### config.mk
export PLATFORM = sky130hd
export DESIGN_NAME = sync_word_frame_deframer
export DESIGN_NICKNAME = d
export VERILOG_FILES = /design/src/hdl/swfd_pkg.sv /design/src/hdl/swfd_cell.sv /design/src/hdl/swfd_frame_check.sv /design/src/hdl/sync_word_frame_deframer.sv
export VERILOG_INCLUDE_DIRS = /design/src /design/src/hdl
export SDC_FILE = /design/constraint.sdc
export NUM_CORES = 1
export LEC_CHECK = 0
export BUFFER_PORTS_ARGS = -buffer_cell sky130_fd_sc_hd__buf_2
export CORE_ASPECT_RATIO = 0.8
export CORE_MARGIN = 2
export CORE_UTILIZATION = 60
export CTS_CLUSTER_DIAMETER = 60
export DETAILED_ROUTE_END_ITERATION = 8
export PLACE_DENSITY_LB_ADDON = 0.2
export SYNTH_ARGS = -nofsm -noshare
export SYNTH_HDL_FRONTEND = slang
export SYNTH_SLANG_ARGS = --single-unit
### constraint.sdc
create_clock -name clk -period 18.45 [get_ports clk]
set_input_delay 5.535 -clock clk [delete_from_list [all_inputs] [get_ports clk]]
set_output_delay 5.535 -clock clk [all_outputs]
set_load 0.05 [all_outputs]
### src/hdl/assert_macros.svh
// assertion macros used by the deframer top module
// no dependencies
`ifndef ASSERT_MACROS_SVH
`define ASSERT_MACROS_SVH

// condition holds at every edge outside reset
`define SWFD_ASSERT_ALWAYS(lbl, clk, rst_n, cond) \
  lbl: assert property (@(posedge clk) disable iff (!rst_n) (cond)) \
    else $error("%m: check failed");

// consequent holds in the same cycle
`define SWFD_ASSERT_IMPL(lbl, clk, rst_n, pre, post) \
  lbl: assert property (@(posedge clk) disable iff (!rst_n) (pre) |-> (post)) \
    else $error("%m: check failed");

// consequent holds in the next cycle
`define SWFD_ASSERT_NEXT(lbl, clk, rst_n, pre, post) \
  lbl: assert property (@(posedge clk) disable iff (!rst_n) (pre) |=> (post)) \
    else $error("%m: check failed");

`endif

### src/hdl/swfd_pkg.sv
// types and constants of the framed packet deframer
// no dependencies
package swfd_pkg;

  localparam int FRAME_LEN   = 15;
  localparam int PAYLOAD_LEN = 11;
  localparam int CELLS       = FRAME_LEN - 1;
  localparam int SUM_W       = 12;
  localparam int FILL_W      = 4;
  localparam int BAD_W       = 9;
  localparam int CFG_IDX_W   = 2;
  localparam int CFG_DATA_W  = 16;
  localparam int OUT_DATA_W  = 104;

  localparam logic [FILL_W-1:0] FILL_LAST  = FILL_W'(FRAME_LEN - 1);
  localparam logic [FILL_W-1:0] FILL_DROP2 = FILL_W'(FRAME_LEN - 2);

  localparam logic       OP_BYTE    = 1'b0;
  localparam logic       OP_TIMEOUT = 1'b1;

  localparam logic [1:0] KIND_GOOD    = 2'd0;
  localparam logic [1:0] KIND_BAD_SUM = 2'd1;
  localparam logic [1:0] KIND_FLUSH   = 2'd2;

  localparam logic [CFG_IDX_W-1:0] CFG_HEADER = 2'd0;
  localparam logic [CFG_IDX_W-1:0] CFG_TAIL   = 2'd1;
  localparam logic [CFG_IDX_W-1:0] CFG_LIMIT  = 2'd2;

  localparam logic [7:0] LIMIT_RESET = 8'd100;

  typedef logic [7:0]       byte_t;
  typedef logic [SUM_W-1:0] psum_t;
  typedef byte_t [CELLS-1:0] win_t;
  typedef psum_t [CELLS-1:0] sums_t;

  typedef struct packed {
    logic hdr_ok;
    logic tail_ok;
    logic sum_ok;
  } frame_chk_t;

  // packed from the top down, device_id ends up in the lowest bits
  typedef struct packed {
    logic [15:0] computed_checksum;
    logic [15:0] received_checksum;
    logic [31:0] timestamp;
    logic [7:0]  device_status;
    logic [15:0] parameter_res;
    logic [7:0]  command;
    logic [7:0]  device_id;
  } frame_fields_t;

endpackage

### src/hdl/swfd_cell.sv
// one window cell: holds a byte and the running byte sum up to its position
// depends on swfd_pkg
module swfd_cell (
  input  logic           clk,
  input  logic           shift_en,
  input  swfd_pkg::byte_t byte_in,
  input  swfd_pkg::byte_t new_byte,
  input  swfd_pkg::psum_t sum_in,
  output swfd_pkg::byte_t byte_out,
  output swfd_pkg::psum_t sum_out
);
  import swfd_pkg::*;

  byte_t byte_r;
  psum_t sum_r;

  always_ff @(posedge clk) begin
    if (shift_en) begin
      byte_r <= byte_in;
      sum_r  <= sum_in + psum_t'(new_byte);
    end
  end

  assign byte_out = byte_r;
  assign sum_out  = sum_r;

endmodule

### src/hdl/swfd_frame_check.sv
// frame checks and field extraction on a full window
// depends on swfd_pkg; window cell 0 holds the newest stored byte
module swfd_frame_check (
  input  swfd_pkg::win_t          win,
  input  swfd_pkg::sums_t         sums,
  input  swfd_pkg::byte_t         rx_byte,
  input  logic [15:0]             header_word,
  input  logic [15:0]             tail_word,
  output swfd_pkg::frame_chk_t    chk,
  output swfd_pkg::frame_fields_t fields
);
  import swfd_pkg::*;

  psum_t sum9;

  // payload bytes 1..9 sit in cells 11 down to 3
  assign sum9 = sums[11] - sums[2];

  always_comb begin
    fields.device_id         = win[11];
    fields.command           = win[10];
    fields.parameter_res     = {win[8], win[9]};
    fields.device_status     = win[7];
    fields.timestamp         = {win[3], win[4], win[5], win[6]};
    fields.received_checksum = {win[1], win[2]};
    fields.computed_checksum = 16'(sum9);
    chk.hdr_ok  = ({win[13], win[12]} == header_word);
    chk.tail_ok = ({win[0], rx_byte} == tail_word);
    chk.sum_ok  = (fields.received_checksum == fields.computed_checksum);
  end

endmodule

### src/hdl/sync_word_frame_deframer.sv
// header/tail framed packet deframer with 16-bit additive checksum
// latency: a result appears in the cycle after the edge that accepts the closing byte
// throughput: one item per cycle; the byte window is a shift row of cells and
// a result held off by out_tready stalls the input until it is taken
// reset (synchronous, active low) clears fill and bad-frame counts, header, tail and
// output valid, sets limit to 100; window cells and output data are not cleared
module sync_word_frame_deframer (
  input  logic                                clk,
  input  logic                                rst_n,
  input  logic                                in_tvalid,
  output logic                                in_tready,
  input  logic [7:0]                          in_tdata,   // rx_byte
  input  logic [0:0]                          in_tuser,   // operation
  output logic                                out_tvalid,
  input  logic                                out_tready,
  // device_id, command, parameter_res, device_status, timestamp,
  // received_checksum, computed_checksum
  output logic [swfd_pkg::OUT_DATA_W-1:0]     out_tdata,
  output logic [1:0]                          out_tuser,  // event_kind
  input  logic                                cfg_we,
  input  logic [swfd_pkg::CFG_IDX_W-1:0]      cfg_index,
  input  logic [swfd_pkg::CFG_DATA_W-1:0]     cfg_wdata
);
  import swfd_pkg::*;

  `include "assert_macros.svh"

  logic [15:0]       header_r;
  logic [15:0]       tail_r;
  logic [7:0]        limit_r;
  logic [FILL_W-1:0] fill_r, fill_nxt;
  logic [BAD_W-1:0]  bad_r, bad_nxt, bad_inc;
  logic              out_valid_r, out_valid_nxt;
  logic [1:0]        out_kind_r, out_kind_nxt;
  frame_fields_t     out_data_r, out_data_nxt;

  logic          in_acc, byte_acc, at_eval, over_limit, emit;
  win_t          win;
  sums_t         sums;
  frame_chk_t    chk;
  frame_fields_t fields;

  assign in_tready = !out_valid_r || out_tready;
  assign in_acc    = in_tvalid && in_tready;
  assign byte_acc  = in_acc && (in_tuser[0] == OP_BYTE);
  assign at_eval   = byte_acc && (fill_r == FILL_LAST);

  for (genvar k = 0; k < CELLS; k++) begin : g_cell
    if (k == 0) begin : g_head
      swfd_cell u_cell (
        .clk      (clk),
        .shift_en (byte_acc),
        .byte_in  (in_tdata),
        .new_byte (in_tdata),
        .sum_in   ('0),
        .byte_out (win[k]),
        .sum_out  (sums[k])
      );
    end else begin : g_body
      swfd_cell u_cell (
        .clk      (clk),
        .shift_en (byte_acc),
        .byte_in  (win[k-1]),
        .new_byte (in_tdata),
        .sum_in   (sums[k-1]),
        .byte_out (win[k]),
        .sum_out  (sums[k])
      );
    end
  end

  swfd_frame_check u_check (
    .win         (win),
    .sums        (sums),
    .rx_byte     (in_tdata),
    .header_word (header_r),
    .tail_word   (tail_r),
    .chk         (chk),
    .fields      (fields)
  );

  assign bad_inc    = bad_r + 1'b1;
  assign over_limit = bad_inc > {1'b0, limit_r};
  assign emit       = at_eval && chk.hdr_ok && (chk.tail_ok || over_limit);

  always_comb begin
    fill_nxt     = fill_r;
    bad_nxt      = bad_r;
    out_kind_nxt = out_kind_r;
    out_data_nxt = out_data_r;
    priority if (in_acc && (in_tuser[0] == OP_TIMEOUT)) begin
      fill_nxt = '0;
    end else if (at_eval) begin
      priority if (!chk.hdr_ok) begin
        fill_nxt = FILL_LAST;
      end else if (chk.tail_ok) begin
        fill_nxt     = '0;
        out_kind_nxt = chk.sum_ok ? KIND_GOOD : KIND_BAD_SUM;
        out_data_nxt = fields;
      end else if (over_limit) begin
        fill_nxt     = '0;
        bad_nxt      = '0;
        out_kind_nxt = KIND_FLUSH;
        out_data_nxt = '0;
      end else begin
        fill_nxt = FILL_DROP2;
        bad_nxt  = bad_inc;
      end
    end else if (byte_acc) begin
      fill_nxt = fill_r + 1'b1;
    end
  end

  always_comb begin
    if (emit) begin
      out_valid_nxt = 1'b1;
    end else if (out_tready) begin
      out_valid_nxt = 1'b0;
    end else begin
      out_valid_nxt = out_valid_r;
    end
  end

  always_ff @(posedge clk) begin
    if (!rst_n) begin
      fill_r      <= '0;
      bad_r       <= '0;
      out_valid_r <= 1'b0;
    end else begin
      fill_r      <= fill_nxt;
      bad_r       <= bad_nxt;
      out_valid_r <= out_valid_nxt;
    end
  end

  always_ff @(posedge clk) begin
    out_kind_r <= out_kind_nxt;
    out_data_r <= out_data_nxt;
  end

  always_ff @(posedge clk) begin
    if (!rst_n) begin
      header_r <= '0;
      tail_r   <= '0;
      limit_r  <= LIMIT_RESET;
    end else if (cfg_we) begin
      unique case (cfg_index)
        CFG_HEADER: header_r <= cfg_wdata;
        CFG_TAIL:   tail_r   <= cfg_wdata;
        CFG_LIMIT:  limit_r  <= cfg_wdata[7:0];
        default: ;
      endcase
    end
  end

  assign out_tvalid = out_valid_r;
  assign out_tuser  = out_kind_r;
  assign out_tdata  = out_data_r;

  `SWFD_ASSERT_ALWAYS(a_fill_range, clk, rst_n, fill_r <= FILL_LAST)
  `SWFD_ASSERT_NEXT(a_timeout_empties, clk, rst_n, in_acc && (in_tuser[0] == OP_TIMEOUT), fill_r == '0)
  `SWFD_ASSERT_NEXT(a_flush_clears_count, clk, rst_n, emit && !chk.tail_ok, (bad_r == '0) && (out_tuser == KIND_FLUSH))
  `SWFD_ASSERT_IMPL(a_flush_zero_payload, clk, rst_n, out_tvalid && (out_tuser == KIND_FLUSH), out_tdata == '0)
  `SWFD_ASSERT_IMPL(a_no_emit_when_blocked, clk, rst_n, emit, in_tready)

endmodule
After elaboration in Yosys (flattened, before gate mapping)
Index checks and enable logic that the tools add are counted.
{ "totals": {"ff_bits": 400, "input_bits": 32, "word_cells": 96, "out_inout_bits": 108} }
{ "classes": {"n_addsub": 14, "n_lt_le_gt_ge": 1, "n_eq_ne": 6, "mux": 13, "n_reduce_logical": 19, "bitwise": 4} }
{ "op_table": {"columns": ["op", "count"], "rows": [
  ["2-to-1 mux 100 bit", 2],
  ["adder 12 x 8 -> 12 bit", 10],
  ["equality test 16 bit", 2],
  ["2-to-1 mux 4 bit", 5],
  ["equality test 16 x 12 -> 1 bit", 1],
  ["subtractor 12 bit", 1],
  ["adder 8 x 8 -> 9 bit", 1],
  ["adder 9 x 1 -> 9 bit (second input constant)", 1],
  ["greater-than comparator 9 x 8 -> 1 bit", 1],
  ["2-to-1 mux 9 bit", 1],
  ["AND reduction 4 bit", 2],
  ["logical AND 1 bit", 6],
  ["AND reduction 2 bit", 3],
  ["nonzero test 2 bit", 3],
  ["adder 4 x 1 -> 4 bit (second input constant)", 1],
  ["equality test 4 bit (second input constant)", 1],
  ["2-to-1 mux 2 bit", 2],
  ["NOT 1 bit", 4],
  ["2-to-1 mux 1 bit", 3],
  ["equality test 2 x 1 -> 1 bit (second input constant)", 1],
  ["equality test 2 bit (second input constant)", 1],
  ["zero test 2 bit", 1],
  ["logical OR 1 bit", 2],
  ["OR reduction 2 bit", 1],
  ["zero test 1 bit", 1]
]} }

Logic depth before layout (Yosys ltp)
Gate-level depths: netlist of the first run.
{ "depth": {"word_depth": 8, "mapped_depth": 11, "mapped_depth_nobuf": 11} }

Cells and area by module
A second synthesis of the first run with hierarchy kept.
{ "hier_totals": {"hier_cells": 2015, "area_unflattened_um2": 23759.0} }
{ "modules_own_cells": {"columns": ["mod", "instances", "cells_each", "area_per_inst_um2", "seq_area_each_um2"], "rows": [
  ["swfd_cell at g_cell[0].g_head.u_cell ...", 13, 89, 1117.3, 600.6],
  ["sync_word_frame_deframer", 1, 531, 6344.8, 4264.1],
  ["swfd_frame_check", 1, 238, 1783.0, 0.0],
  ["swfd_cell at g_cell[12].g_body.u_cell", 1, 89, 1106.1, 600.6]
]} }

Worst setup path before layout of the first run
OpenSTA, ideal clock, no wires.
{ "synth_timing": {"path_type": "in2reg", "start": "input out_tready", "end": "register fill_r[3]", "setup_time_ns": 0.291, "stages": 7, "t_arrival_ns": 11.691, "path_buffers": 0, "t_required_ns": 18.159, "slack_ns": 6.468, "cell_sequence": "nand2b_2 > nand2_1 > or2_2 > inv_1 > nand4_1 > mux2i_1 > nor3_1"} }
{ "synth_between": {"elab_chain_cells": 5, "elab_cells_between_ends": 8, "cone_classes": "mux: 1; reduce/logical: 7"} }
{ "synth_rtl": {"columns": ["item", "line_no", "rtl"], "rows": [
  ["start: declaration", "sync_word_frame_deframer.sv:15", "input logic out_tready,"],
  ["logical OR 1 bit (*)", "sync_word_frame_deframer.sv:43", "assign in_tready = !out_valid_r || out_tready;"],
  ["logical AND 1 bit (*)", "sync_word_frame_deframer.sv:44", "assign in_acc = in_tvalid && in_tready;"],
  ["logical AND 1 bit (*)", "sync_word_frame_deframer.sv:45", "assign byte_acc = in_acc && (in_tuser[0] == OP_BYTE);"],
  ["net byte_acc", "sync_word_frame_deframer.sv:37", "logic in_acc, byte_acc, at_eval, over_limit, emit;"],
  ["logical AND 1 bit", "sync_word_frame_deframer.sv:46", "assign at_eval = byte_acc && (fill_r == FILL_LAST);"],
  ["2-to-1 mux 4 bit / nonzero test 2 bit (equally long branches)", null, null],
  ["end signal: assignment", "sync_word_frame_deframer.sv:130", "fill_r <= fill_nxt;"],
  ["end: declaration", "sync_word_frame_deframer.sv:31", "logic [FILL_W-1:0] fill_r, fill_nxt;"]
]} }
Mark *: on every way through the listed nets, which the timed path passes. The rest lies on a longest branch.
A chain may end at the register's enable or synchronous reset.

Final worst setup path of the first run
{ "layout_timing": {"start": "input out_tready", "end": "output in_tready"} }
{ "layout_between": {"elab_chain_cells": 1} }
{ "layout_rtl": {"columns": ["item", "line_no", "rtl"], "rows": [
  ["logical OR 1 bit", "sync_word_frame_deframer.sv:43", null],
  ["end: declaration", "sync_word_frame_deframer.sv:11", "output logic in_tready,"]
]} }
Every way passes these cells.

==> impl_metrics.json, run 1 <==
{
  "hold_path_end": "g_cell[6].g_body.u_cell.byte_out[4]",
  "syn_avg_cell_area_um2": 12.9,
  "pwr_density_cell_nw_per_um2": 100,
  "maxCapViolations": 0,
  "clock_path_buffers": 3,
  "final_util": 0.685,
  "num_antenna_cells": 0,
  "async_reset_ff_frac": 0,
  "finClkSkew_ns": 0.0199,
  "p_int_mw": 1.57,
  "grt_pass1_wl_mm": 55.2,
  "fin_cells": 2017,
  "nets": 1725,
  "gr-total-overflow": 0,
  "cts_max_level": 2,
  "worst_pin_slew_ns": 1.05,
  "core_area_um2": 30200,
  "critPathRequiredTime_ns": 12.91,
  "fin_tns_setup_ns": 0,
  "ant_nets": 0,
  "place.gp.congestion": 0.884,
  "die_w_um": 199,
  "antenna_found_initial": 0,
  "hold_viol": 0,
  "setup_ws_ns": 6.87,
  "p_seq_frac": 0.502,
  "path_max_fanout": 5,
  "cts_resized": 0,
  "drive_above_1_share": 0.132,
  "layout_min_cycle_time_ns": 11.58,
  "dp_cells": 1943,
  "io_buffers": 135,
  "tritoncts": "done",
  "grt_max_degree": 97,
  "cts-root-buf": "clkbuf_16",
  "fin_crit_sh": 0.628,
  "min-delay-start": "g_cell[5].g_body.u_cell.byte_out[4]",
  "clock_latency_ns": 0.55,
  "ys_seq_area_frac": 0.618,
  "maxUsedRoutingLayer": "met4",
  "cp-start-kind": "primary input",
  "reg2reg_depth": 12,
  "vias_per_cell": 5.47,
  "pre_cts_slack_ns": 6.87,
  "r2r-start": "bad_r[0]",
  "met1Wirelength_mm": 15.6,
  "min_path_type": "reg -> reg",
  "synth-edff-count": 340,
  "postCtsSetupBuffers": 0,
  "drtPass1Iterations": 5,
  "initial_core_util": 0.606,
  "min_path_cells": 0,
  "crit_arrival_ns": 6.05,
  "p_leak_nw": 7.92,
  "via_count": 11026,
  "avgRoutedWirePerCell_um": 17.4,
  "ys_seq_elements": 394,
  "netlist_area_um2": 18300,
  "dr_wl_met3_mm": 1.96,
  "setup_viol": 0,
  "rsz0062_at_grt": "false",
  "cts-buffers-inserted": 40,
  "grt_usage": 0.224,
  "wl_met2_mm": 16.7,
  "synthToLayoutAreaGrowth_pct": 13.1,
  "end_kind": "output port",
  "power_frac_comb": 0.116,
  "clk_pin_slew_ns": 0.06,
  "synth_ff_type": "edfxtp_1",
  "finalMaxSlewViolations": 0,
  "yosysWarnings": 0,
  "startpoint": "out_tready",
  "syn_inst": 1422,
  "relSlewSlack": 0.303,
  "die_h_um": 160,
  "dp_hpwl_mm": 24.1,
  "power_frac_clock": 0.382,
  "drt_wl_total_mm": 35.0,
  "regToRegSetupSlack_ns": 14.33,
  "cts.sinks": 394,
  "peakVddDrop_v": 0.0000613,
  "fmax_mhz": 86.3,
  "synthDistinctLibCells": 65,
  "io_pins": 140,
  "status": "finished, final reports clean",
  "p_sw_frac": 0.242,
  "crit_type": "in -> out",
  "drcViolationCount": 0,
  "cts_hold_buffers": 0,
  "r2r-end": "out_tdata[67]",
  "die_area_um2": 31900,
  "rows": 57,
  "p_sw_mw": 0.500,
  "first_global_vias": 10663,
  "drt_iter0_drc": 716
}
-- sequential cells by signal, indices dropped and copies added (netlist names) --
name,count
out_tvalid,1
g_cell.g_head.u_cell.sum_out,8
out_tuser,2
bad_r,9
out_tdata,100
g_cell.g_body.u_cell.byte_out,104
tail_r,16
g_cell.g_body.u_cell.sum_out,126
header_r,16
limit_r,8
fill_r,4
-- cells in the mapped netlist (all sizes together), types with 8 or more instances --
cell       n  area (um2)
nand2    124         468
ha       109        1360
nor2b     20         125
xor2      38         333
a211oi     9        67.6
o21ai     62         310
a21boi    47         353
dfxtp     54        1080
o2111ai    8        70.1
edfxtp   340       10200
fa        12         240
nor2      64         243
a21o      25         188
buf        8        50.1
clkbuf    28         105
nand4     12        75.1
a21oi     61         309
and2      90         563
xnor2    113         990
nand3     16        80.1
o211ai    10        75.1
inv       95         357
-- cells by family after synthesis --
family,Yosys count,share of synthesized area
xor gates and xnor gates,151,0.0723
DFF,394,0.618
muxes,7,0.00383
other,1,0.000205
buffers and inverters,131,0.0280
AOI/OAI and AO/OA,249,0.0879
adders and majority gates,121,0.0877
and+or+nand+nor,368,0.102
-- stage by stage --
stage	cell area (um2)	hold WS, ns	power, mW
6_report	20700	0.436	2.07
2_1_floorplan	18300	0.417	1.24
5_1_grt	20700	0.444	2.15
4_1_cts	20700	0.437	2.09
3_5_place_dp	19400	0.423	1.30
3_3_place_gp	19400	0.420	1.29
-- worst max-delay path, stage by stage --
cell      delay, ns
buf_2          0.09
nand2b_2       0.20
buf_2          0.22
-- worst max-delay path by stage --
stage,depth (start not counted),endpoint
floorplan,7,fill_r[3]
global placement,3,in_tready
detailed placement,3,in_tready
CTS,3,in_tready
global route,3,in_tready
finish,3,in_tready
-- power by group through the flow --
stage          registers (mW)  logic [mW]  clock network [mW]
2_1_floorplan            1.05       0.187                   0
3_3_place_gp             1.06       0.231                   0
5_1_grt                  1.04       0.271               0.838
6_report                 1.04       0.241               0.790
4_1_cts                  1.04       0.242               0.803
3_5_place_dp             1.06       0.239                   0
-- placed cells by master (no fill, tap or decap), types with 41 or more instances in the layout --
cell / count
nand2_1: 123
dfxtp_1: 54
and2_1: 90
edfxtp_1: 340
a21oi_1: 60
inv_1: 91
nor2_1: 63
ha_1: 109
o21ai_0: 42
buf_2: 135
xnor2_1: 113
clkbuf_16: 41
-- routing by layer --
metal | track usage | up-vias
li1 | - | 5371
met1 | 0.309 | 5298
met2 | 0.370 | 291
met3 | 0.0344 | 66
met4 | 0.0682 | 0
met5 | 0 | -
-- layout make-up --
| class | instances | area (um2) |
|---|---|---|
| clock buffers | 53 | 1090 |
| clock inverters | 21 | 188 |
| fillers | 2139 | 9490 |
| inverters | 95 | 364 |
| multi-input cells | 900 | 6500 |
| flip-flops and latches | 394 | 11300 |
| well taps | 413 | 517 |
| repair buffers | 141 | 721 |
Power figures use the tool's default switching activity.
==> inputs of run 2 (changes only) <==
- CORE_UTILIZATION: 60 -> 55
- clock period: 18.45 -> 10.46 ns (I/O delays scaled with it)
==> run 2 against run 1 <==
Net effect:
- register-to-register slack got worse by 8.1 ns
- count of clock-buffer cells in the layout did not move
- utilization fell by 5.2 points
- clock power rose by 72%
- final cell count rose by 0.59%
- via count rose by 0.74%
- critical path depth did not move
- critical path type unchanged
==> impl_metrics.json, run 2 (synthesized netlist as in run 1, its figures left out) <==
{
  "timing.critical_path.cells": "buf_2 -> nand2b_2 -> buf_2",
  "relSlewSlack": 0.349,
  "pwr_density_cell_nw_per_um2": 175,
  "final_util": 0.633,
  "drt_iter0_drc": 696,
  "fin_cells": 2029,
  "cp-start-kind": "primary input",
  "grt_max_degree": 106,
  "core_area_um2": 32600,
  "die_w_um": 208,
  "gr-total-overflow": 0,
  "path_max_fanout": 5,
  "via_count": 11108,
  "cts_max_level": 2,
  "layout_common_cells": "340 x edfxtp_1, 135 x buf_2, 123 x nand2_1, 113 x xnor2_1, 109 x ha_1",
  "dp_hpwl_mm": 25.8,
  "p_leak_nw": 7.92,
  "io_pins": 140,
  "final_common_cell": "edfxtp_1",
  "initial_core_util": 0.560,
  "status": "finished, final reports clean",
  "die_area_um2": 34700,
  "vias_per_cell": 5.47,
  "cp_num_cells": 3,
  "io_buffers": 135,
  "antenna_found_initial": 0,
  "drtPass1Iterations": 5,
  "tritoncts": "done",
  "cts-buffers-inserted": 40,
  "crit_type": "in -> out",
  "crit_arrival_ns": 3.65,
  "p_sw_frac": 0.243,
  "end_kind": "output port",
  "first_global_vias": 11090,
  "layout_min_cycle_time_ns": 6.79,
  "power_frac_comb": 0.118,
  "critical_path.top_delay_family": "buffers and inverters",
  "cp_slowest_stage_delay_ns": 0.22,
  "clock_path_buffers": 3,
  "fin_tns_setup_ns": 0,
  "hold_viol": 0,
  "finalMaxSlewViolations": 0,
  "clk_pin_slew_ns": 0.06,
  "drcViolationCount": 0,
  "rsz0062_at_grt": "false",
  "finClkSkew_ns": 0.0214,
  "min_path_type": "reg -> reg",
  "cts_resized": 0,
  "ant_nets": 0,
  "die_h_um": 167,
  "num_antenna_cells": 0,
  "worst_pin_slew_ns": 0.977,
  "final_area_um2": 20700,
  "maxCapViolations": 0,
  "avgRoutedWirePerCell_um": 18.2,
  "largest_reg_flops": 126,
  "setup_viol": 0,
  "worst_path_most_repeated_cell": "buf_2",
  "cp_slowest_cell": "buf_2",
  "fin_crit_sh": 0.649,
  "place.gp.congestion": 0.858,
  "postCtsSetupBuffers": 0,
  "cts_hold_buffers": 0,
  "p_seq_frac": 0.507,
  "p_sw_mw": 0.880,
  "min_path_cells": 0,
  "dp_cells": 1957,
  "p_int_mw": 2.74,
  "power_frac_clock": 0.375,
  "dpl_cell_area_um2": 19400,
  "drive_above_1_share": 0.135,
  "power_mw": 3.62,
  "grt_pass1_wl_mm": 58.9,
  "cts.sinks": 394,
  "fillers": 2495,
  "clock_latency_ns": 0.55,
  "regToRegSetupSlack_ns": 6.26,
  "critPathRequiredTime_ns": 7.32,
  "synthToLayoutAreaGrowth_pct": 13.0,
  "fmax_mhz": 147,
  "peakVddDrop_v": 0.000111,
  "grt_usage": 0.216,
  "drt_wl_total_mm": 37.0,
  "cts-root-buf": "clkbuf_16",
  "reg2reg_depth": 12,
  "path_buf_inv": 2,
  "rows": 59,
  "nets": 1725
}
## run 2: cell count changes in the layout (fill, tap and decap cells not counted)
cell and change:
inv_16 -1, clkbuf_16 -1, clkinv_4 -1, clkbuf_1 -1
clkbuf_8 +2, clkinv_2 +7, clkinv_1 -6, clkinv_8 +1
bufinv_16 -1, clkinvlp_4 -1
## run 2: worst paths after layout
check	start	end
min reg2reg	g_cell[5].g_body.u_cell.byte_out[3]	g_cell[6].g_body.u_cell.byte_out[3]
max reg2reg	bad_r[0]	out_tdata[96]
max	out_tready	in_tready
min	g_cell[5].g_body.u_cell.byte_out[3]	g_cell[6].g_body.u_cell.byte_out[3]
## run 2: through the flow
step	hold WS [ns]	worst slack [ns]
2_1_floorplan	0.417	0.875
3_3_place_gp	0.420	3.55
3_5_place_dp	0.426	3.46
4_1_cts	0.433	3.67
5_1_grt	0.447	3.65
6_report	0.434	3.67
## run 2: power by group through the flow
| stage | clock network (mW) | registers, mW | logic [mW] |
|---|---|---|---|
| finish | 1.36 | 1.84 | 0.428 |
| global route | 1.45 | 1.84 | 0.481 |
| global placement | 0 | 1.87 | 0.415 |
| CTS | 1.38 | 1.84 | 0.430 |
| detailed placement | 0 | 1.87 | 0.425 |
| floorplan | 0 | 1.86 | 0.329 |
## run 2: worst reg2reg max path: stages (launching register included)
cell and delay (ns):
dfxtp_1 0.48, ha_1 0.32, nand3_1 0.21, nor2_1 0.23, xor2_1 0.10, ha_1 0.34
a211o_1 0.16, o221ai_1 0.11, a21oi_1 0.12, o22ai_1 0.24, a21oi_4 0.19, buf_4 0.51
buf_4 0.78
## run 2: layout make-up
| cell class | count | area [um2] | area share |
|---|---|---|---|
| clock buffer | 53 | 1090 | 0.0528 |
| clock inverter | 19 | 150 | 0.00727 |
| inverter | 95 | 364 | 0.0176 |
| multi-input combinational | 900 | 6500 | 0.315 |
| sequential | 394 | 11300 | 0.547 |
| tap | 427 | 534 | 0.0259 |
| timing repair buffer | 141 | 721 | 0.0349 |
## run 2: routing by layer
metal | part of all wire | global-route usage
met1 | 0.45 | 0.295
met2 | 0.48 | 0.369
met3 | 0.050 | 0.0322
met4 | 0.017 | 0.0500
met5 | 0 | 0
==> inputs of run 3 (changes only) <==
- CORE_UTILIZATION: 55 -> 60
- clock period: 10.46 -> 6.49 ns (I/O delays scaled with it)
==> run 3 against run 2 <==
Net effect:
- global-route usage is 1.4 points higher
- die area is 8.2% lower
- critical path depth stayed put
- non-clock buffer count stayed put
- first-iteration DRC count is 9.5% higher
- critical endpoint unchanged
- sequential cell count stayed put
- clock power is 60% higher
- sequential power is 61% higher
==> impl_metrics.json, run 3 (synthesized netlist as in run 1, its figures left out) <==
{
  "maxCapViolations": 0,
  "drt_iter0_drc": 762,
  "drcViolationCount": 0,
  "setup_ws_ns": 2.12,
  "initial_core_util": 0.606,
  "grt_max_degree": 166,
  "synthToLayoutAreaGrowth_pct": 12.9,
  "first_global_vias": 10759,
  "pre_cts_slack_ns": 1.69,
  "cts-buffers-inserted": 40,
  "cp_slowest_cell": "buf_2",
  "fin_crit_sh": 0.673,
  "die_w_um": 199,
  "p_leak_nw": 7.91,
  "via_count": 11066,
  "rows": 57,
  "relSlewSlack": 0.314,
  "setup_viol": 0,
  "cp_slowest_stage_delay_ns": 0.26,
  "vias_per_cell": 5.49,
  "clock_latency_ns": 0.53,
  "layout_common_cells": "340 x edfxtp_1, 135 x buf_2, 122 x nand2_1, 113 x xnor2_1, 109 x ha_1",
  "clk_pin_slew_ns": 0.06,
  "postCtsSetupBuffers": 0,
  "finClkSkew_ns": 0.0205,
  "pwr_density_cell_nw_per_um2": 282,
  "min_path_type": "reg -> reg",
  "cts_max_level": 2,
  "nets": 1725,
  "path_max_fanout": 5,
  "end_kind": "output port",
  "die_h_um": 160,
  "tritoncts": "done",
  "path_buf_inv": 2,
  "drt_wl_total_mm": 36.0,
  "core_area_um2": 30200,
  "critical_path.top_delay_family": "buffers and inverters",
  "worst_pin_slew_ns": 1.03,
  "crit_type": "in -> out",
  "drtPass1Iterations": 5,
  "status": "finished, final reports clean",
  "hold_viol": 0,
  "grt_pass1_wl_mm": 56.8,
  "antenna_found_initial": 0,
  "grt_usage": 0.230,
  "rsz0062_at_grt": "false",
  "timing.critical_path.cells": "buf_2 -> nand2b_4 -> buf_2",
  "cts_hold_buffers": 0,
  "final_common_cell": "edfxtp_1",
  "drive_above_1_share": 0.135,
  "finalMaxSlewViolations": 0,
  "ant_nets": 0,
  "crit_arrival_ns": 2.42,
  "fmax_mhz": 229,
  "worst_path_most_repeated_cell": "buf_2",
  "num_antenna_cells": 0,
  "io_buffers": 135,
  "gr-total-overflow": 0,
  "place.gp.congestion": 0.847,
  "peakVddDrop_v": 0.000206,
  "cts.sinks": 394,
  "largest_reg_flops": 126,
  "die_area_um2": 31900,
  "critPathRequiredTime_ns": 4.54,
  "final_util": 0.684,
  "layout_min_cycle_time_ns": 4.37,
  "dp_hpwl_mm": 24.7,
  "avgRoutedWirePerCell_um": 17.9,
  "io_pins": 140,
  "cp-start-kind": "primary input",
  "clock_path_buffers": 3,
  "cts-root-buf": "clkbuf_16",
  "cts_resized": 0
}
run 3: layout make-up:
| cell class | instances | area [um2] |
|---|---|---|
| Sequential cell | 394 | 11300 |
| Fill cell | 2125 | 9530 |
| Multi-Input combinational cell | 900 | 6510 |
| Clock buffer | 48 | 1030 |
| Timing Repair Buffer | 141 | 733 |
| Tap cell | 413 | 517 |
| Inverter | 95 | 360 |
| Clock inverter | 25 | 195 |
run 3: power breakdown:
| group | switching (mW) | total [mW] | internal (mW) |
|---|---|---|---|
| clock | 0.951 | 2.17 | 1.22 |
| combinational | 0.400 | 0.691 | 0.292 |
| sequential | 0.0637 | 2.96 | 2.89 |
| total | 1.41 | 5.82 | 4.41 |
run 3: per-stage QoR:
| stage | TNS, ns | cell area (um2) | instances | power [mW] | hold WS, ns |
|---|---|---|---|---|---|
| floorplan | -0.0700 | 18300 | 1425 | 3.52 | 0.417 |
| global placement | 0 | 19400 | 1943 | 3.68 | 0.421 |
| detailed placement | 0 | 19400 | 1943 | 3.69 | 0.423 |
| CTS | 0 | 20600 | 2016 | 5.87 | 0.439 |
| global route | 0 | 20600 | 2016 | 6.06 | 0.442 |
| finish | 0 | 20600 | 2016 | 5.82 | 0.437 |
run 3: worst reg2reg max path, stage by stage, from the launching register on:
cell      delay [ns]
dfxtp_1         0.47
ha_1            0.33
nand3_1         0.23
nor2_1          0.22
xor2_1          0.19
ha_1            0.30
a211o_1         0.29
o221ai_1        0.17
a21oi_1         0.06
o22ai_1         0.57
a21oi_4         0.12
buf_4           0.42
run 3: path summary, 6_finish.rpt:
path	start	end	slack, ns	depth (start not counted)
hold / removal	g_cell[4].g_body.u_cell.byte_out[4]	g_cell[5].g_body.u_cell.byte_out[4]	0.44	0
hold reg to reg	g_cell[4].g_body.u_cell.byte_out[4]	g_cell[5].g_body.u_cell.byte_out[4]	0.44	0
setup reg to reg	bad_r[0]	out_tdata[60]	2.70	11
setup / recovery	out_tready	in_tready	2.12	3
run 3: layer usage:
layer | global-route usage | routed length, um | vias to the layer above
met5 | 0 | 0 | -
met4 | 0.0699 | 923 | 0
met3 | 0.0357 | 2120 | 60
met2 | 0.370 | 16900 | 293
met1 | 0.326 | 16100 | 5353
li1 | - | - | 5360
